--- src/sv/vctp_pkg.sv ---
package vctp_pkg;

    // Tracking and configuration constants
    localparam int unsigned TIE_EPSILON = 3;
    localparam logic [15:0] MAX_DISTANCE_RESET = 16'd300;
    localparam logic signed [15:0] MIN_COSINE_RESET = 16'sd22938;

    // Configuration register indexes
    typedef enum logic {
        REG_MAX_DISTANCE = 1'b0,
        REG_MIN_COSINE   = 1'b1
    } cfg_reg_t;

    // Queue between classifier and evaluator
    localparam int unsigned FIFO_DEPTH = 2;
    localparam int unsigned FIFO_PTR_W = $clog2(FIFO_DEPTH);
    localparam int unsigned FIFO_CNT_W = $clog2(FIFO_DEPTH + 1);

    // Iterative units
    localparam int unsigned SQRT_STEPS = 24;
    localparam int unsigned SQRT_IN_W  = 2 * SQRT_STEPS;
    localparam int unsigned SQRT_REM_W = SQRT_STEPS + 3;
    localparam int unsigned DIV_STEPS  = 16;
    localparam int unsigned STEP_CNT_W = $clog2(SQRT_STEPS);

    // One classified candidate request
    typedef struct packed {
        logic        qual;
        logic        last;
        logic [15:0] id;
        logic [31:0] dist_sq;
        logic [31:0] fwd_sq;
        logic        dot_neg;
        logic [31:0] dot_mag;
    } cand_t;

    // Digit-by-digit square root state
    typedef struct packed {
        logic [SQRT_IN_W-1:0]  val;
        logic [SQRT_REM_W-1:0] rem;
        logic [SQRT_STEPS-1:0] root;
    } sqrt_t;

    // Retire one root bit: bring in two radicand bits, try subtracting 4r+1
    function automatic sqrt_t sqrt_step(input sqrt_t cur);
        sqrt_t                 nxt;
        logic [SQRT_REM_W-1:0] shifted;
        logic [SQRT_REM_W-1:0] trial;
        logic                  ge;
        shifted  = {cur.rem[SQRT_REM_W-3:0], cur.val[SQRT_IN_W-1 -: 2]};
        trial    = {1'b0, cur.root, 2'b01};
        ge       = (shifted >= trial);
        nxt.val  = {cur.val[SQRT_IN_W-3:0], 2'b00};
        nxt.rem  = ge ? (shifted - trial) : shifted;
        nxt.root = {cur.root[SQRT_STEPS-2:0], ge};
        return nxt;
    endfunction

endpackage

--- src/sv/vctp_back.sv ---
module vctp_back (
    input  logic                  clk,
    input  logic                  rst_n,
    input  logic                  empty,
    input  vctp_pkg::cand_t       rdata,
    output logic                  pop,
    input  logic signed [15:0]    min_cos,
    output logic                  out_valid,
    input  logic                  out_ready,
    output logic                  found,
    output logic [15:0]           best_id,
    output logic signed [15:0]    best_cosine,
    output logic [31:0]           best_distance_sq
);
    import vctp_pkg::*;

    typedef enum logic [2:0] {
        S_IDLE,
        S_SQRT,
        S_MUL,
        S_DIV,
        S_PICK,
        S_EMIT
    } state_t;

    state_t                 state_reg;
    logic [STEP_CNT_W-1:0]  cnt_reg;
    logic                   out_valid_reg;
    logic                   found_reg;
    logic [15:0]            out_id_reg;
    logic signed [15:0]     out_cos_reg;
    logic [31:0]            out_dist_reg;
    logic                   have_best_reg;
    logic signed [15:0]     best_cos_reg;
    logic [31:0]            best_dist_reg;
    logic [15:0]            best_id_reg;

    logic                   last_reg;
    logic [15:0]            id_reg;
    logic [31:0]            dist_reg;
    logic                   neg_reg;
    logic [31:0]            mag_reg;
    sqrt_t                  sq_f_reg;
    sqrt_t                  sq_d_reg;
    logic [39:0]            div_reg;
    logic [40:0]            rem_reg;
    logic [15:0]            q_reg;
    logic                   ovf_reg;

    logic [40:0]            rem_shift;
    logic                   rem_ge;
    logic signed [15:0]     cos_val;
    logic signed [16:0]     diff;
    logic signed [16:0]     diff_abs;
    logic                   take;

    localparam logic signed [16:0] EPS = 17'(TIE_EPSILON);

    assign pop              = (state_reg == S_IDLE) && !empty;
    assign out_valid        = out_valid_reg;
    assign found            = found_reg;
    assign best_id          = out_id_reg;
    assign best_cosine      = out_cos_reg;
    assign best_distance_sq = out_dist_reg;

    // Restoring divide step
    assign rem_shift = {rem_reg[39:0], 1'b0};
    assign rem_ge    = (rem_shift >= {1'b0, div_reg});

    // Saturate cosine and judge against the kept candidate
    always_comb
    begin
        if (!neg_reg)
        begin
            cos_val = (ovf_reg || q_reg >= 16'd32767) ? 16'sh7FFF : signed'(q_reg);
        end
        else
        begin
            cos_val = (ovf_reg || q_reg >= 16'd32768) ? 16'sh8000 : signed'(-q_reg);
        end
        diff     = {cos_val[15], cos_val} - {best_cos_reg[15], best_cos_reg};
        diff_abs = diff[16] ? -diff : diff;
        take     = (cos_val >= min_cos)
                && (!have_best_reg || diff > EPS
                    || (diff_abs <= EPS && dist_reg < best_dist_reg));
    end

    // Sequencer, tracking and result register
    always_ff @(posedge clk or negedge rst_n)
    begin
        if (!rst_n)
        begin
            state_reg     <= S_IDLE;
            cnt_reg       <= '0;
            out_valid_reg <= 1'b0;
            found_reg     <= 1'b0;
            out_id_reg    <= '0;
            out_cos_reg   <= '0;
            out_dist_reg  <= '0;
            have_best_reg <= 1'b0;
            best_cos_reg  <= 16'sh8000;
            best_dist_reg <= '1;
            best_id_reg   <= '0;
        end
        else
        begin
            if (out_valid_reg && out_ready && (state_reg != S_EMIT))
            begin
                out_valid_reg <= 1'b0;
            end
            unique case (state_reg)
                S_IDLE:
                begin
                    cnt_reg <= '0;
                    if (!empty)
                    begin
                        if (rdata.qual)
                        begin
                            state_reg <= S_SQRT;
                        end
                        else if (rdata.last)
                        begin
                            state_reg <= S_EMIT;
                        end
                    end
                end
                S_SQRT:
                begin
                    if (cnt_reg == STEP_CNT_W'(SQRT_STEPS - 1))
                    begin
                        cnt_reg   <= '0;
                        state_reg <= S_MUL;
                    end
                    else
                    begin
                        cnt_reg <= cnt_reg + 1'b1;
                    end
                end
                S_MUL:
                begin
                    state_reg <= S_DIV;
                end
                S_DIV:
                begin
                    if (cnt_reg == STEP_CNT_W'(DIV_STEPS - 1))
                    begin
                        cnt_reg   <= '0;
                        state_reg <= S_PICK;
                    end
                    else
                    begin
                        cnt_reg <= cnt_reg + 1'b1;
                    end
                end
                S_PICK:
                begin
                    if (take)
                    begin
                        have_best_reg <= 1'b1;
                        best_cos_reg  <= cos_val;
                        best_dist_reg <= dist_reg;
                        best_id_reg   <= id_reg;
                    end
                    state_reg <= last_reg ? S_EMIT : S_IDLE;
                end
                S_EMIT:
                begin
                    if (!out_valid_reg || out_ready)
                    begin
                        out_valid_reg <= 1'b1;
                        found_reg     <= have_best_reg;
                        out_id_reg    <= have_best_reg ? best_id_reg : 16'd0;
                        out_cos_reg   <= have_best_reg ? best_cos_reg : 16'sd0;
                        out_dist_reg  <= have_best_reg ? best_dist_reg : 32'd0;
                        have_best_reg <= 1'b0;
                        best_cos_reg  <= 16'sh8000;
                        best_dist_reg <= '1;
                        best_id_reg   <= '0;
                        state_reg     <= S_IDLE;
                    end
                end
                default:
                begin
                    state_reg <= S_IDLE;
                end
            endcase
        end
    end

    // Datapath: latch request, root both norms, multiply, divide
    always_ff @(posedge clk)
    begin
        case (state_reg)
            S_IDLE:
            begin
                if (!empty)
                begin
                    last_reg <= rdata.last;
                    id_reg   <= rdata.id;
                    dist_reg <= rdata.dist_sq;
                    neg_reg  <= rdata.dot_neg;
                    mag_reg  <= rdata.dot_mag;
                    sq_f_reg <= '{val: {16'd0, rdata.fwd_sq}, rem: '0, root: '0};
                    sq_d_reg <= '{val: {rdata.dist_sq, 16'd0}, rem: '0, root: '0};
                end
            end
            S_SQRT:
            begin
                sq_f_reg <= sqrt_step(sq_f_reg);
                sq_d_reg <= sqrt_step(sq_d_reg);
            end
            S_MUL:
            begin
                div_reg <= sq_f_reg.root[15:0] * sq_d_reg.root;
                rem_reg <= {2'b00, mag_reg, 7'd0};
                q_reg   <= '0;
            end
            S_DIV:
            begin
                ovf_reg <= ({1'b0, mag_reg, 7'd0} >= div_reg);
                rem_reg <= rem_ge ? (rem_shift - {1'b0, div_reg}) : rem_shift;
                q_reg   <= {q_reg[14:0], rem_ge};
            end
            default:
            begin
            end
        endcase
    end

endmodule

--- config.mk ---
export PLATFORM = sky130hd
export DESIGN_NAME = vctp_back
export DESIGN_NICKNAME = d
export VERILOG_FILES = /design/src/sv/vctp_pkg.sv /design/src/sv/vctp_back.sv
export SDC_FILE = /design/constraint.sdc
export NUM_CORES = 2
export LEC_CHECK = 0
export BUFFER_PORTS_ARGS = -buffer_cell sky130_fd_sc_hd__buf_4
export CAP_MARGIN = 20
export CORE_ASPECT_RATIO = 2
export CORE_UTILIZATION = 30
export CTS_CLUSTER_DIAMETER = 120
export DETAILED_ROUTE_END_ITERATION = 8
export PLACE_DENSITY = 0.43
export SETUP_SLACK_MARGIN = 0.3
export SYNTH_ARGS = -nofsm -noshare
export SYNTH_HDL_FRONTEND = slang
export SYNTH_SLANG_ARGS = --single-unit
--- constraint.sdc ---
create_clock -name clk -period 18.5 [get_ports clk]
set_input_delay 5.55 -clock clk [delete_from_list [all_inputs] [get_ports clk]]
set_output_delay 5.55 -clock clk [all_outputs]
set_load 0.05 [all_outputs]
Word-level counts from Yosys, hierarchy flattened
Cells that the tools add are included.

word-level totals
  bits in registers = 512
  input bits = 135
  output and inout bits = 67

cells by class
  $add $sub $neg = 7
  multiply operators = 1
  magnitude comparators = 10
  equality and inequality tests = 14
  muxes and demuxes = 42
  bitwise logic cells = 1
  reductions and logical operators = 23

operators by type and width
  cell                  count
  $pmux 99 s2           2
  $mux 99               2
  $mux 16               9
  $mux 32               3
  $pmux 16 s2           3
  $pmux 40 s2           1
  $pmux 32 s2           1
  $ge 27x26->1          2
  $mux 27               2
  $sub 27x26->27        2
  $ge 41x40->1          1
  $ge 39x40->1          1
  $mul 16x24->40        1
  $mux 40               1
  $sub 40x40->40        1
  $lt 32x32->1          1
  $mux 3                7
  $pmux 3 s6            1
  $gt 17x3->1 const B   1
  $le 17x3->1 const B   1
  $mux 17               1
  $neg 17->17           1
  $sub 16x16->17        1
  $ge 16x15->1 const B  1
  25 further kinds      51

Logic depth before layout (Yosys ltp)
  depth after elaboration = 13
  depth in mapped cells = 26
  mapped depth without buffers = 25

Worst setup path after synthesis
OpenSTA, ideal clock, no wires.

  kind = in2out
  start = in empty
  end = out pop
  arrival = 14692 ps
  slack = -1742 ps
  stages on the path = 1
  path buffers = 0
  cell sequence = nor4_1

between the ends
  longest elaborated chain between the ends = 2

RTL lines
  element            line             source
  from (decl)        vctp_back.sv:4   input logic empty,
  $logic_not 1->1    -
  $logic_and 1x1->1  vctp_back.sv:59  assign pop = (state_reg == S_IDLE) && !empty;
  to (decl)          vctp_back.sv:6   output logic pop,

Every way passes these cells.

Worst setup path after layout
Ends and elaborated chain as after synthesis.

==> flow_summary_export.csv <==
group,metric,value,unit
status,status,"finished clean",
synthesis,synthArstFlopShare,28.0,%
die,core_area,0.135,mm^2
clock_network,clock_sinks,496,
routing,num_vias,31700,
finish,drive_gt1_share,9.73,%
synthesis,synth.area.mux_share,1.85,%
hold_path,min_path_type,"register to register",
clock_network,ctsResizeCount,0,
clock_network,root_buffer,"clkbuf_16",
clock_network,tritoncts,"done",
global_routing,grt_pass1_vias,33500,
placement,dp_slack,6.32,ns
clock_network,cts_hold_buf,0,
worst_setup_path,worstPathMaxFanout,32,
die,ios,202,
timing,skew,0.0261,ns
clock_network,cts_setup_buffers,0,
timing,fmax,82.3,MHz
global_routing,gr-total-overflow,0,
finish,final_cells,6241,
timing,rsz0062_at_grt,"false",
die,die_w,263,um
timing,report.final.hold_viol_count,0,
routing,totalWireLength,132000,um
routing,drc_errors,0,
synthesis,synth_ff_type,"edfxtp_1",
synthesis,netlist_area,0.0409,mm^2
timing,setup_slack,6.34,ns
finish,syn_to_final_growth,13.0,%
placement,dpl.hpwl,101000,um
synthesis,synth_compound_area_share,13.0,%
synthesis,yosysWarnings,0,
die,start_util,30.3,%
worst_setup_path,arrival,6.61,ns
clock_network,cts_htree_levels,2,
synthesis,synth_seq_cells,496,
synthesis,syn_nets,5114,
routing,routedWlPerCell,21.1,um
die,fp-row-count,191,
synthesis,synth-simple-area-share,16.3,%
timing,tns,0,ns
die,die_h,524,um
synthesis,synth_top_family_by_area,"adder cells",
placement,place.gp.congestion,0.855,
global_routing,grt_max_degree,84,
worst_setup_path,path_class,"input pin to output pin",
timing,slew_headroom,14.7,%
synthesis,seq_area_frac_synth,34.8,%
placement,io_buffers,201,
finish,final_core_util,34.2,%
die,die-area,0.138,mm^2
routing,viasPerCell,5.08,
timing,setup_violations,0,
clock_network,clock_latency,0.67,ns
finish,nets,5208,
global_routing,grt_use_total,18.9,%
worst_setup_path,setup.worst_path.start_class,"input pin",
routing,drtIter0Drc,1429,
synthesis,synthAdderAreaFrac,24.4,%
timing,drv_slew,0,
synthesis,syn_inst,4365,
global_routing,grt_antenna_before_repair,7,
routing,dr.pass1.iters,5,
finish,largest_reg_flops,97,
worst_setup_path,cp-end-kind,"output pin",
run,maxCapViolCount,0,
synthesis,synth-xor-area-share,2.50,%
clock_network,path_clk_slew,0.07,ns
clock_network,cts.path.max_buffers,3,
synthesis,synth_cell_type_count,87,
global_routing,grt_first_pass_wirelength,201000,um
timing,tightest_slew,1.28,ns
synthesis,synth.avg_cell_area,9.38,um^2
timing,fin_crit,12.16,ns
routing,postRouteAntennaNets,0,
worst_setup_path,required,12.95,ns
placement,place_inst,6141,
timing,period_share,65.7,%
clock_network,cts_buffers,52,
synthesis,synth-edff-count,357,
## critical path, cell delays in order
cell	delay, ns
buf_4	0.14
nor4_4	0.12
buf_4	0.47
buf_4	0.29
## stage by stage
step | hold slack (ns) | area, um^2
after global routing | 0.494 | 46300
after detailed placement | 0.458 | 44300
after CTS | 0.473 | 46200
after floorplan | 0.467 | 40900
final | 0.468 | 46300
after global placement | 0.453 | 44300
## area by class of cell
type	instances	area (um^2)
antenna	1	2.50
fill	14000	89000
multi-input combinational	3101	23900
clock buffer	62	1430
clock inverter	36	485
tap	1737	2170
sequential	496	14200
timing repair buffer	259	1970
inverter	549	2060
## final timing paths
path	cells after the start	slack, ns	to	startpoint
setup / recovery	4	6.34	pop	empty
hold / removal	2	0.47	best_distance_sq[12]$_DFFE_PN0P_	best_distance_sq[12]$_DFFE_PN0P_
setup reg to reg	22	10.59	div_reg[38]$_DFFE_PP_	sq_d_reg[6]$_SDFFCE_PN0P_
hold reg to reg	2	0.47	best_distance_sq[12]$_DFFE_PN0P_	best_distance_sq[12]$_DFFE_PN0P_
max in group asynchronous	2	12.11	state_reg[1]$_DFFE_PN0P_	rst_n
min in group asynchronous	1	4.92	best_id[7]$_DFFE_PN0P_	rst_n
## cells in the mapped netlist (34+ instances only)
master    instances  area, um^2
xor2_1           34         298
xnor2_1          81         709
nand3_1         156         781
ha_1            306        3830
a21oi_1         159         796
o21ai_0         122         611
a41oi_1          34         298
nor2_1          364        1370
nor3_1           81         405
nand2_1         718        2700
a21boi_0         40         300
fa_1            308        6170
mux2i_1          70         701
dfrtp_1         106        2650
a21o_1           85         638
edfxtp_1        357       10700
a31oi_1          40         250
a41o_1           35         350
clkbuf_1        178         668
a211oi_1         45         338
inv_1           538        2020
## kinds of logic after synthesis
family,count (synthesis)
mux,75
xor+xnor,116
buf+inv,768
fa+ha+maj,614
flops,496
compound gates,764
simple gates,1532
## cell usage in the layout (no fill, tap or decap), types with 27 or more instances in the layout
master,Yosys,final
nand3_1,156,155
inv_1,538,538
clkbuf_16,0,54
nand2_1,718,717
xnor2_1,81,81
mux2i_1,70,70
a211oi_1,45,45
a41o_1,35,35
nand4_1,27,27
dfstp_2,33,33
a21boi_0,40,40
nor3_1,81,80
ha_1,306,306
a31oi_1,40,39
edfxtp_1,357,357
nor2_1,364,364
fa_1,308,308
a21oi_1,159,157
buf_4,3,257
xor2_1,34,34
nand2b_1,27,27
a21o_1,85,85
o21ai_0,122,122
a41oi_1,34,34
dfrtp_1,106,105
## routing by layer
layer	global-route usage, %	wire (um)	vias up
li1	-	-	15100
met1	18.9	46900	15900
met2	39.3	76200	543
met3	1.57	3240	196
met4	7.65	5320	2
met5	0	7	-
Power is left out: the tool's default activity adds up to more than one toggle a clock period on the data nets, which glitch-free logic cannot reach.
