<file path="config.mk">
export PLATFORM = sky130hd
export DESIGN_NAME = vctp_fifo
export DESIGN_NICKNAME = d
export VERILOG_FILES = /design/src/sv/vctp_pkg.sv /design/src/sv/vctp_fifo.sv
export SDC_FILE = /design/constraint.sdc
export NUM_CORES = 1
export LEC_CHECK = 0
export BUFFER_PORTS_ARGS = -buffer_cell sky130_fd_sc_hd__buf_2
export CAP_MARGIN = 25
export CORE_ASPECT_RATIO = 0.7
export CORE_UTILIZATION = 40
export CTS_BUF_LIST = sky130_fd_sc_hd__clkbuf_8
export DETAILED_ROUTE_END_ITERATION = 10
export HOLD_SLACK_MARGIN = 0.03
export PLACE_DENSITY = 0.64
export SETUP_SLACK_MARGIN = 0.2
export SLEW_MARGIN = 20
export SYNTH_ARGS = -nofsm -noshare
export SYNTH_HDL_FRONTEND = slang
export SYNTH_SLANG_ARGS = --single-unit
</file>
<file path="constraint.sdc">
create_clock -name clk -period 5.5 [get_ports clk]
set_input_delay 0.275 -clock clk [delete_from_list [all_inputs] [get_ports clk]]
set_output_delay 0.275 -clock clk [all_outputs]
set_load 0.02 [all_outputs]
</file>
<file path="src/sv/vctp_pkg.sv">
package vctp_pkg;

    // Tracking and configuration constants
    localparam int unsigned TIE_EPSILON = 3;
    localparam logic [15:0] MAX_DISTANCE_RESET = 16'd300;
    localparam logic signed [15:0] MIN_COSINE_RESET = 16'sd22938;

    // Configuration register indexes
    typedef enum logic {
        REG_MAX_DISTANCE = 1'b0,
        REG_MIN_COSINE   = 1'b1
    } cfg_reg_t;

    // Queue between classifier and evaluator
    localparam int unsigned FIFO_DEPTH = 2;
    localparam int unsigned FIFO_PTR_W = $clog2(FIFO_DEPTH);
    localparam int unsigned FIFO_CNT_W = $clog2(FIFO_DEPTH + 1);

    // Iterative units
    localparam int unsigned SQRT_STEPS = 24;
    localparam int unsigned SQRT_IN_W  = 2 * SQRT_STEPS;
    localparam int unsigned SQRT_REM_W = SQRT_STEPS + 3;
    localparam int unsigned DIV_STEPS  = 16;
    localparam int unsigned STEP_CNT_W = $clog2(SQRT_STEPS);

    // One classified candidate request
    typedef struct packed {
        logic        qual;
        logic        last;
        logic [15:0] id;
        logic [31:0] dist_sq;
        logic [31:0] fwd_sq;
        logic        dot_neg;
        logic [31:0] dot_mag;
    } cand_t;

    // Digit-by-digit square root state
    typedef struct packed {
        logic [SQRT_IN_W-1:0]  val;
        logic [SQRT_REM_W-1:0] rem;
        logic [SQRT_STEPS-1:0] root;
    } sqrt_t;

    // Retire one root bit: bring in two radicand bits, try subtracting 4r+1
    function automatic sqrt_t sqrt_step(input sqrt_t cur);
        sqrt_t                 nxt;
        logic [SQRT_REM_W-1:0] shifted;
        logic [SQRT_REM_W-1:0] trial;
        logic                  ge;
        shifted  = {cur.rem[SQRT_REM_W-3:0], cur.val[SQRT_IN_W-1 -: 2]};
        trial    = {1'b0, cur.root, 2'b01};
        ge       = (shifted >= trial);
        nxt.val  = {cur.val[SQRT_IN_W-3:0], 2'b00};
        nxt.rem  = ge ? (shifted - trial) : shifted;
        nxt.root = {cur.root[SQRT_STEPS-2:0], ge};
        return nxt;
    endfunction

endpackage

</file>
<file path="src/sv/vctp_fifo.sv">
module vctp_fifo (
    input  logic            clk,
    input  logic            rst_n,
    input  logic            push,
    input  vctp_pkg::cand_t wdata,
    output logic            full,
    input  logic            pop,
    output vctp_pkg::cand_t rdata,
    output logic            empty
);
    import vctp_pkg::*;

    cand_t                 slot_reg [FIFO_DEPTH];
    logic [FIFO_PTR_W-1:0] wr_ptr_reg;
    logic [FIFO_PTR_W-1:0] rd_ptr_reg;
    logic [FIFO_CNT_W-1:0] count_reg;

    assign full  = (count_reg == FIFO_CNT_W'(FIFO_DEPTH));
    assign empty = (count_reg == '0);
    assign rdata = slot_reg[rd_ptr_reg];

    // Pointers and fill level
    always_ff @(posedge clk or negedge rst_n)
    begin
        if (!rst_n)
        begin
            wr_ptr_reg <= '0;
            rd_ptr_reg <= '0;
            count_reg  <= '0;
        end
        else
        begin
            if (push)
            begin
                wr_ptr_reg <= (wr_ptr_reg == FIFO_PTR_W'(FIFO_DEPTH - 1)) ? '0
                                                                          : wr_ptr_reg + 1'b1;
            end
            if (pop)
            begin
                rd_ptr_reg <= (rd_ptr_reg == FIFO_PTR_W'(FIFO_DEPTH - 1)) ? '0
                                                                          : rd_ptr_reg + 1'b1;
            end
            if (push && !pop)
            begin
                count_reg <= count_reg + 1'b1;
            end
            else if (pop && !push)
            begin
                count_reg <= count_reg - 1'b1;
            end
        end
    end

    // Store entries
    always_ff @(posedge clk)
    begin
        if (push)
        begin
            slot_reg[wr_ptr_reg] <= wdata;
        end
    end

endmodule

</file>
Yosys cells after proc, flatten, opt, wreduce, memory -nomap -nowiden:

Memories as Yosys holds them, arrays and structs flattened.
Index checks and enable logic that the tools add are counted.

* add/subtract/negate cells: 4
* $mul: 0
* div/mod/pow operators: 0
* magnitude comparators: 0
* equal/unequal tests: 1
* shift-type cells: 0
* multiplexer cells: 6
* bitwise logic cells: 0
* reduce and logical (&&, ||, !) cells: 6

Operators by type and width (number)
* $mux 1: 4
* $mux 2: 2
* $add 1x1->1 const B: 2
* $add 2x1->2 const B: 1
* $eq 2x2->1 const B: 1
* $logic_and 1x1->1: 2
* $logic_not 1->1: 2
* $logic_not 2->1: 1
* $reduce_bool 2->1: 1
* $sub 2x1->2 const B: 1

* flip-flop bits (word level): 4
* bits in latches: 0
* bits in writable memories: 230
* memory bits (read-only): 0
* input bits: 119
* output and inout port bits: 117
* logic and storage cells: 21
* memories: 1

Memories
* slot_reg: words 2, bits a word 115, read ports 1, clocked after Yosys merged registers in 0, wr ports 1, line vctp_fifo.sv:13 `cand_t slot_reg [FIFO_DEPTH];`

Logic depth before layout (Yosys ltp):

Gate-level depths: netlist of the first run.

* depth after elaboration: 4
* depth in mapped cells: 5
* depth with buffers taken out: 5

Least setup slack after synthesis of the first run:

OpenSTA, ideal clock, no wires.

* path kind: flip-flop to flip-flop
* start: register wr_ptr_reg
* end: memory slot_reg[0][0] (netlist name), enable pin
* library setup time: 0.604 ns
* data arrival time: 5.487 ns
* required time: 4.896 ns
* slack: -0.591 ns
* cell stages (with the launch flop): 2
* buffers on the path: 0
* clock period less this slack: 6.091 ns
* cell sequence: dfrtp_1 > nor2b_1

RTL lines
* start: declaration: line vctp_fifo.sv:14 `logic [FIFO_PTR_W-1:0] wr_ptr_reg;`
* start signal: assignment: line vctp_fifo.sv:35 `wr_ptr_reg <= (wr_ptr_reg == FIFO_PTR_W'(FIFO_DEPTH - 1)) ? '0`
* end: declaration: line vctp_fifo.sv:13

Straight into the memory's write port.

==> run metrics, run 1 <==
Yosys cell types 13; final wirelength 17520 um; ratio of cells with drive above 1 in the final layout around half; RSZ-0062 raised after global routing false; most frequent cells in the layout 235 x buf_2, 230 x edfxtp_1, 118 x dlygate4sd3_1, 75 x mux2_2, 40 x mux2_4; RePlAce Congestion 0.7250; H-tree levels 2; die height approximately 120 um; r2r endpoint slot_reg[1][3]$_DFFE_PP_; post-synthesis sequential area ratio 81.09%; core area 20980 um^2; Synth Register Bits 234; area grow syn2layout 38.10%; vias in the first global route 5171; Syn Inst Count roughly 370; Final Net Count 876; Hold Crit Class in2async; post-layout min period 2.748 ns; Final period util 49.97%; hpwl dp 10560 um; die area 22200 um^2; Post-Syn Nets 494; FF-to-FF Start wr_ptr_reg$_DFFE_PN0P_; setup violators final 0; Fillers 1576; most common cell after layout, fill and taps aside buf_2; crit path to rdata[24]; CTS tree yes; I/O Pins 236; CTS root buffer clkbuf_8; Lkg Pwr between 4 and 5 nW; clock sinks 234; largest net degree at the start of global routing 91; drt pass-1 iters 4; sequence of cells on the critical path buf_4 -> mux2_2 -> buf_2; crit start category register; Critical path buffers and inverters 2; Slew Viols, Final 0; delay-heaviest family, CP buffers and inverters; DR WL/cell roughly 17 um; Post-CTS Setup Inserts 0; Worst Setup SP rd_ptr_reg$_DFFE_PN0P_; peak supply drop 313.4 uV; CP max FO 50; Iter 0 DRT Violations 213; Die X 177.7 um; Reg2Reg Depth 2; IO buf count ~240; max reg flops between 200 and 250; Vias around 4800; status finished, final reports clean; CTS buffer count 36; # DRC 0; CP arrival 2.47 ns; Worst slew margin 35.29%; post-route ant nets 0; syn_area_per_cell 23.10 um^2; Yosys top cell area share 79.93%; first-pass GRT wire length about 27000 um; Cell Pwr Density 477.1 nW/um^2; Worst R2R Setup Slack 3.18 ns; Max clock buf depth 3; All-Layer GR Usage 15.63%; Skew-Pair Late Insertion Delay 0.50 ns; top cells by area, synth edfxtp_1 80%, mux2_2 9.8%, mux2_4 7.0%, dfrtp_1 1.2%, buf_6 0.78%; antenna cells 0; CP Capture Type output pin; Initial Util 41.20%; antenna violations before repair 0; critical path type reg2out; Final Hold Viols 0; Worst Skew 0.005083 ns; GRT overflow 0; CTS Hold Bufs 118; Mapped Area a little under 9000 um^2; Yosys warning total 0; vias per cell around 4.5; Achievable Freq roughly 360 MHz; final setup TNS 0 ns; FP Rows 44; CP max stage delay roughly 0.70 ns; final core utilization between 50% and 60%; Max Cap Viol 0; clock slew at reported path FFs 0.06 ns; post-cts resize count 0; Worst EP required 5.22 ns; Worst path slowest cell buf_4; Worst path depth 3; post-synth top area cell edfxtp_1; Worst-Margin Slew 0.9706 ns
## area by class of cell
type / count / area (um^2) / share of cell area [%]
Sequential cell: 234 / 7010 / 58.75
Timing Repair Buffer: 357 / 2400 / 20.11
Multi-Input combinational cell: 126 / 1538 / 12.89
Clock buffer: 39 / 536.8 / 4.498
Tap cell: 276 / 345.3 / 2.894
Clock inverter: 25 / 98.84 / 0.8284
Inverter: 1 / 3.754 / 0.03146
## cell usage after synthesis
library cell,n
dfrtp_1,4
buf_2,7
buf_6,6
nor2_1,2
ha_1,1
nor2b_1,2
inv_1,1
edfxtp_1,230
mux2_4,40
xnor2_1,1
mux2_2,75
and2_1,1
xor2_1,4
## per-layer routing
layer | vias to the layer above | share of wire (%) | track usage, %
li1 | 2255 | - | -
met1 | 2261 | 43 | 18.70
met2 | 206 | 45 | 25.53
met3 | 45 | 9.5 | 6.022
met4 | 0 | 2.8 | 5.933
met5 | - | 0 | 0
## power breakdown
group / switching (W) / internal [W] / leakage [nW] / total [W]
Combinational: 0.00111 / 0.000820 / 2.12 / 0.00193
Clock: 0.000619 / 0.000651 / 0.388 / 0.00127
Sequential: 0.000118 / 0.00237 / 2.20 / 0.00249
## cells by family after synthesis
group,count (synthesis),share of synthesized area [%]
flops,234,81.09
mux,115,16.72
buf+inv,14,1.231
xor+xnor,5,0.5068
simple gates,5,0.3041
fa+ha+maj,1,0.1448
## worst register-to-register path, delay by kind of cell (launching register included)
family | cells | cell delay (ns)
flops | 1 | 0.42
simple gates | 1 | 0.80
buf+inv | 1 | 0.70
## how the worst min path moves through the flow
stage	depth (start not counted)	slack [ns]	to	start
after global placement	1	0.10	wr_ptr_reg$_DFFE_PN0P_	rst_n
after floorplan	0	-0.02	count_reg[0]$_DFFE_PN0P_	rst_n
after global routing	2	0.14	count_reg[0]$_DFFE_PN0P_	rst_n
after detailed placement	1	0.11	count_reg[1]$_DFFE_PN0P_	rst_n
after CTS	2	0.11	count_reg[0]$_DFFE_PN0P_	rst_n
final	2	0.15	rd_ptr_reg$_DFFE_PN0P_	rst_n
## through the flow
step	hold WS (ns)	cells	cell area, um^2	power (W)	setup slack (ns)
after floorplan	-0.02059	374	8643	0.003886	1.660
after global placement	0.1013	876	10120	0.004364	3.223
after detailed placement	0.1053	876	10120	0.004406	3.166
after CTS	0.1111	1058	11930	0.005761	2.698
after global routing	0.1417	1058	11930	0.005965	2.615
final	0.1489	1058	11930	0.005694	2.752
(Power assumes the default switching activity.)
==> run 2: changes to the inputs <==
clock period = 2.5 ns   (was 5.5 ns; I/O delays follow)
==> run 2 against run 1 <==
  * Clock power increased by 110%
  * First-iteration DRC count increased by 16%
  * Power increased by 120%
  * Sequential share of layout area decreased by 0.24 points
  * Count of clock-buffer cells in the layout decreased by 2
  * Sequential power increased by 120%
  * Largest cell class unchanged
  * Setup slack got worse by 2.4 ns
  * Register-to-register slack got worse by 2.3 ns
  * Clock skew increased by 0.0085 ns
==> run metrics, run 2 (synthesized netlist as in run 1, its figures left out) <==
largest net degree at the start of global routing 60 (-34%); crit start category register; Critical path buffers and inverters 2 (unchanged); Max clock buf depth 3 (unchanged); Iter 0 DRT Violations 247 (+16%); Skew-Pair Late Insertion Delay 0.49 ns (about the same); Achievable Freq about 470 MHz; Hold Crit Class in2reg; most frequent cells in the layout 235 x buf_2, 230 x edfxtp_1, 119 x dlygate4sd3_1, 75 x mux2_2, 40 x mux2_4; vias in the first global route 5327 (+3.0%); Worst path slowest cell buf_4; RSZ-0062 raised after global routing false; clock slew at reported path FFs 0.06 ns (about the same); antenna violations before repair 0 (unchanged); Final Net Count 880 (+0.46%); post-layout min period 2.109 ns; drt pass-1 iters 4 (unchanged); Vias 4886 (+2.5%); Worst-Margin Slew 0.5422 ns (-0.4284 ns); post-route design area 11980 um^2 (+0.41%); post-place setup slack 0.8876 ns (-2.278 ns); most common cell after layout, fill and taps aside buf_2; FP Rows 44 (unchanged); Max Cap Viol 0 (unchanged); DR WL/cell 16.96 um (+2.4%); Worst slew margin 63.85% (+29 points); hpwl dp 10770 um (+2.0%); vias per cell 4.614 (+2.4%); CP arrival 1.98 ns (-0.49 ns); peak supply drop 614.1 uV (+96%); GRT overflow 0 (unchanged); area grow syn2layout 38.66%; antenna cells 0 (unchanged); I/O Pins 236 (unchanged); Cell Pwr Density 1049 nW/um^2 (+120%); H-tree levels 2 (unchanged); first-pass GRT wire length 27300 um (+2.9%); Final Hold Viols 0 (unchanged); sequence of cells on the critical path buf_4 -> mux2_2 -> buf_2; Final Power 0.01257 W (+120%); # DRC 0 (unchanged); Final period util 84.35%; CTS buffer count 36 (unchanged); CTS root buffer clkbuf_8; status finished, final reports clean; Initial Util 41.20% (unchanged); setup violators final 0 (unchanged); delay-heaviest family, CP buffers and inverters; All-Layer GR Usage 16.16% (+0.53 points); final core utilization 57.12% (+0.23 points); die height 125.0 um (unchanged); RePlAce Congestion 0.7711 (+6.4%); Final Worst Setup Slack 0.3914 ns (-2.360 ns); max reg flops 230 (unchanged); core area 20980 um^2 (unchanged); IO buf count 235 (unchanged); CTS tree yes; critical path type reg2out; final setup TNS 0 ns (unchanged); Die X 177.7 um (unchanged); CP max stage delay 0.47 ns (-0.23 ns); ratio of cells with drive above 1 in the final layout 50.96% (+0.063 points); post-route ant nets 0 (unchanged); Worst EP required 2.38 ns (-2.84 ns); CP Capture Type output pin; Worst Skew 0.01362 ns (+0.008535 ns); placed cell area 10190 um^2 (+0.72%); die area 22200 um^2 (unchanged); Slew Viols, Final 0 (unchanged); Lkg Pwr 4.687 nW (-0.48%); CP max FO 41 (-18%); clock sinks 234 (unchanged); final wirelength 17970 um (+2.5%)
run 2: changes by cell type in the layout (fill, tap and decap cells not counted), sizes merged:
cell / previous run / this run
dlygate4sd3: 118 / 119
inv: 19 / 7
clkinvlp: 1 / 0
clkinv: 6 / 18
buf: 239 / 242
clkbuf: 39 / 37
run 2: final cells by class:
class                      instances  area (um^2)
clock buffer                      37        509.2
clock inverter                    24        92.59
fill                            1627         8994
inverter                           1        3.754
multi-input combinational        126         1538
sequential                       234         7010
tap                              276        345.3
timing repair buffer             361         2482
run 2: timing repair:
item / CTS / global route
setup buffers: 0 / 0
hold endpoints to repair: 237 / 0
resized for setup: 0 / 0
hold buffers: 119 / 0
run 2: worst paths after layout:
kind / from / end / slack [ns] / depth (start not counted)
setup / recovery: rd_ptr_reg$_DFFE_PN0P_ / rdata[89] / 0.39 / 3
hold / removal: wdata[107] / slot_reg[1][107]$_DFFE_PP_ / 0.36 / 2
setup reg to reg: wr_ptr_reg$_DFFE_PN0P_ / slot_reg[0][71]$_DFFE_PP_ / 0.93 / 2
hold reg to reg: count_reg[1]$_DFFE_PN0P_ / count_reg[1]$_DFFE_PN0P_ / 0.52 / 1
max in group asynchronous: rst_n / rd_ptr_reg$_DFFE_PN0P_ / 1.75 / 3
min in group asynchronous: rst_n / count_reg[1]$_DFFE_PN0P_ / 0.55 / 3
run 2: metrics by stage:
| stage | hold slack, ns | cells |
|---|---|---|
| detailed placement | -0.06041 | 879 |
| finish | 0.3585 | 1059 |
| global route | 0.3175 | 1059 |
| floorplan | -0.1706 | 374 |
| CTS | 0.3023 | 1059 |
| global placement | -0.06443 | 879 |
run 2: per-layer routing:
metal,track usage [%],routed length [um],share of wire [%],up-vias
li1,-,-,-,2262
met3,4.927,1363,7.6,33
met5,0,0,0,-
met2,27.07,8434,47,225
met4,5.229,272,1.5,0
met1,19.98,7893,44,2366
run 2: worst register-to-register path, delay by kind of cell, from the launching register on:
family	cells	cell delay, ns
simple gates	1	0.39
flops	1	0.43
buf+inv	1	0.35
run 2: power by group:
part	switching, W	internal, W	total (W)
registers	0.000195	0.00521	0.00540
clock network	0.00137	0.00136	0.00273
logic	0.00256	0.00188	0.00444
total	0.00412	0.00845	0.0126
==> run 3: changes to the inputs <==
ABC_AREA = 1   (was default)
PLACE_DENSITY = 0.62   (was 0.64)
clock period = 2.01 ns   (was 2.5 ns; I/O delays follow)
==> run 3 against run 2 <==
  * Combinational power rose by 46%
  * Largest cell class unchanged
  * Largest power group unchanged
  * Critical path depth rose by 1
  * Synthesized area rose by 0.23%
  * Count of clock-buffer cells in the layout rose by 4
==> run metrics, run 3 <==
status finished, final reports clean; most common cell in the netlist edfxtp_1; antenna violations before repair 0 (unchanged); Syn Inst Count 383 (+2.4%); Initial Util 41.29% (+0.095 points); Vias 4960 (+1.5%); All-Layer GR Usage 16.01% (-0.14 points); final wirelength 19270 um (+7.3%); Worst EP required 1.91 ns (-0.47 ns); post-route ant nets 0 (unchanged); Reg area 7010 um^2 (unchanged); Post-Syn Nets 503 (+1.8%); Yosys cell types 14 (+1); die area 22250 um^2 (+0.23%); setup violators final 0 (unchanged); GRT overflow 0 (unchanged); Achievable Freq 522.1 MHz; clock sinks 234 (unchanged); multi-input logic area 1535 um^2 (-0.16%); CP max FO 6 (-85%); max reg flops 230 (unchanged); Skew-Pair Late Insertion Delay 0.50 ns (about the same); number of enable flip-flop cells after synthesis 230 (unchanged); ys flop type edfxtp_1; Synth top cells by count 230 x edfxtp_1, 75 x mux2_2, 40 x mux2_4; peak supply drop 746.1 uV (+21%); Final Power 0.01709 W (+36%); RSZ-0062 raised after global routing true; Final period util 95.29%; Worst slew margin 69.09% (+5.2 points); # DRC 0 (unchanged); sequence of cells on the critical path buf_12 -> clkbuf_16 -> mux2_4 -> buf_6; Synth Register Bits 234 (unchanged); clock slew at reported path FFs 0.06 ns (about the same); Async S/R FF share, synth 1.709% (unchanged); I/O Pins 236 (unchanged); Die X 177.9 um (+0.12%); H-tree levels 2 (unchanged); Lkg Pwr 4.945 nW (+5.5%); Max clock buf depth 3 (unchanged); CTS tree yes; RePlAce Congestion 0.7284 (-5.5%); post-synth top area cell edfxtp_1; top cells by area, synth edfxtp_1 80%, mux2_2 9.8%, mux2_4 6.9%, dfrtp_1 1.2%, buf_6 0.78%; hpwl dp 11140 um (+3.4%); post-layout min period approximately 1.9 ns; CTS buffer count 38 (+5.6%); vias in the first global route 5302 (-0.47%); Worst path slowest cell dfrtp_4; critical path type reg2out; core area 20980 um^2 (unchanged); Fillers 1573 (-3.3%); IO buf count 235 (unchanged); FP Rows 44 (unchanged); most frequent cells in the layout 230 x edfxtp_1, 204 x buf_2, 119 x dlygate4sd3_1, 75 x mux2_2, 41 x clkbuf_8; Max Cap Viol 0 (unchanged); Final Net Count 902 (+2.5%); syn_area_per_cell 22.61 um^2 (-2.1%); Worst-Margin Slew 0.4637 ns (-0.07850 ns); CP max stage delay 0.51 ns (+0.04 ns); post-synthesis sequential area ratio 80.90% (-0.19 points); Iter 0 DRT Violations 207 (-16%); vias per cell 4.580 (-0.74%); area grow syn2layout 44.51%; ratio of cells with drive above 1 in the final layout 51.80% (+0.84 points); Yosys top cell area share 79.75% (-0.18 points); Final Hold Viols 0 (unchanged); CP arrival 1.81 ns (-0.17 ns); antenna cells 0 (unchanged); crit start category register; Hold Crit Class in2reg; final setup TNS 0 ns (unchanged); first-pass GRT wire length 27340 um (+0.12%); CTS root buffer clkbuf_8; largest net degree at the start of global routing 74 (+23%); die height 125.1 um (+0.11%); Mapped Area 8661 um^2 (+0.23%); drt pass-1 iters 4 (unchanged); most common cell after layout, fill and taps aside edfxtp_1; Yosys warning total 0 (unchanged); CP Capture Type output pin; DR WL/cell 17.79 um (+4.9%); Slew Viols, Final 0 (unchanged); Worst Skew 0.02089 ns (+0.007271 ns); Cell Pwr Density 1365 nW/um^2 (+30%)
[run 3: cell types whose count changed in the layout (fill, tap and decap cells not counted), moves of 6 or more]
cell,before,now
buf_2,235,204
clkinv_1,16,10
buf_4,2,11
inv_1,7,15
buf_6,0,23
[run 3: worst paths after layout]
check / from / to / slack [ns] / cells after the start
worst max-delay path: rd_ptr_reg$_DFFE_PN0P_ / rdata[45] / 0.09 / 4
worst min-delay path: wdata[86] / slot_reg[1][86]$_DFFE_PP_ / 0.32 / 2
worst max register to register: wr_ptr_reg$_DFFE_PN0P_ / slot_reg[0][99]$_DFFE_PP_ / 0.57 / 2
worst min register to register: count_reg[1]$_DFFE_PN0P_ / count_reg[1]$_DFFE_PN0P_ / 0.52 / 2
max in group asynchronous: rst_n / rd_ptr_reg$_DFFE_PN0P_ / 1.32 / 3
min in group asynchronous: rst_n / count_reg[1]$_DFFE_PN0P_ / 0.50 / 3
[run 3: what timing repair did]
| action | in CTS | in global routing |
|---|---|---|
| cloned | 0 | 8 |
| resized for setup | 1 | 66 |
| setup buffers | 0 | 2 |
| hold buffers | 119 | 0 |
| hold endpoints to repair | 237 | 0 |
| endpoints found under the setup margin | 115 | 115 |
[run 3: worst max-delay path, delay by kind of cell (launching register included)]
kind | cells | cell delay, ns
flip-flops | 1 | 0.51
buffers and inverters | 3 | 0.47
multiplexers | 1 | 0.32
[run 3: per-stage QoR]
step	hold WS [ns]	utilization (%)	worst slack [ns]	std cells	cell area, um^2
final	0.3199	59.67	0.09472	1083	12520
after global routing	0.2845	59.67	0.03308	1083	12520
after CTS	0.2767	57.89	0.05135	1073	12140
after detailed placement	-0.08770	48.78	0.6048	889	10230
after global placement	-0.08843	48.78	0.6331	889	10230
after floorplan	-0.1951	-	-0.5682	383	8675
[run 3: layout make-up]
class / instances / share of cell area, %
clock buffer: 41 / 4.509
multi-input combinational: 129 / 12.27
timing repair buffer: 372 / 23.04
clock inverter: 24 / 1.170
sequential: 234 / 56.01
inverter: 7 / 0.2399
tap: 276 / 2.759
[run 3: logic make-up (layout without fill, tap and decap cells)]
kind of cell | after synthesis | after routing | share of synthesized area [%]
mux | 115 | 115 | 16.69
xor+xnor | 3 | 3 | 0.3034
simple gates | 10 | 10 | 0.4767
buf+inv | 20 | 444 | 1.488
flops | 234 | 234 | 80.90
fa+ha+maj | 1 | 1 | 0.1444
[run 3: power breakdown]
group          switching, W  internal, W  total, W
clock               0.00173      0.00212   0.00385
sequential         0.000267      0.00648   0.00675
combinational       0.00346      0.00304   0.00649
[run 3: routing by layer]
layer	global-route usage [%]	wire length (um)	up-vias
met5	0	0	-
met4	4.726	233	0
met3	5.748	1548	24
met2	26.23	9010	205
met1	19.87	8477	2417
li1	-	-	2314
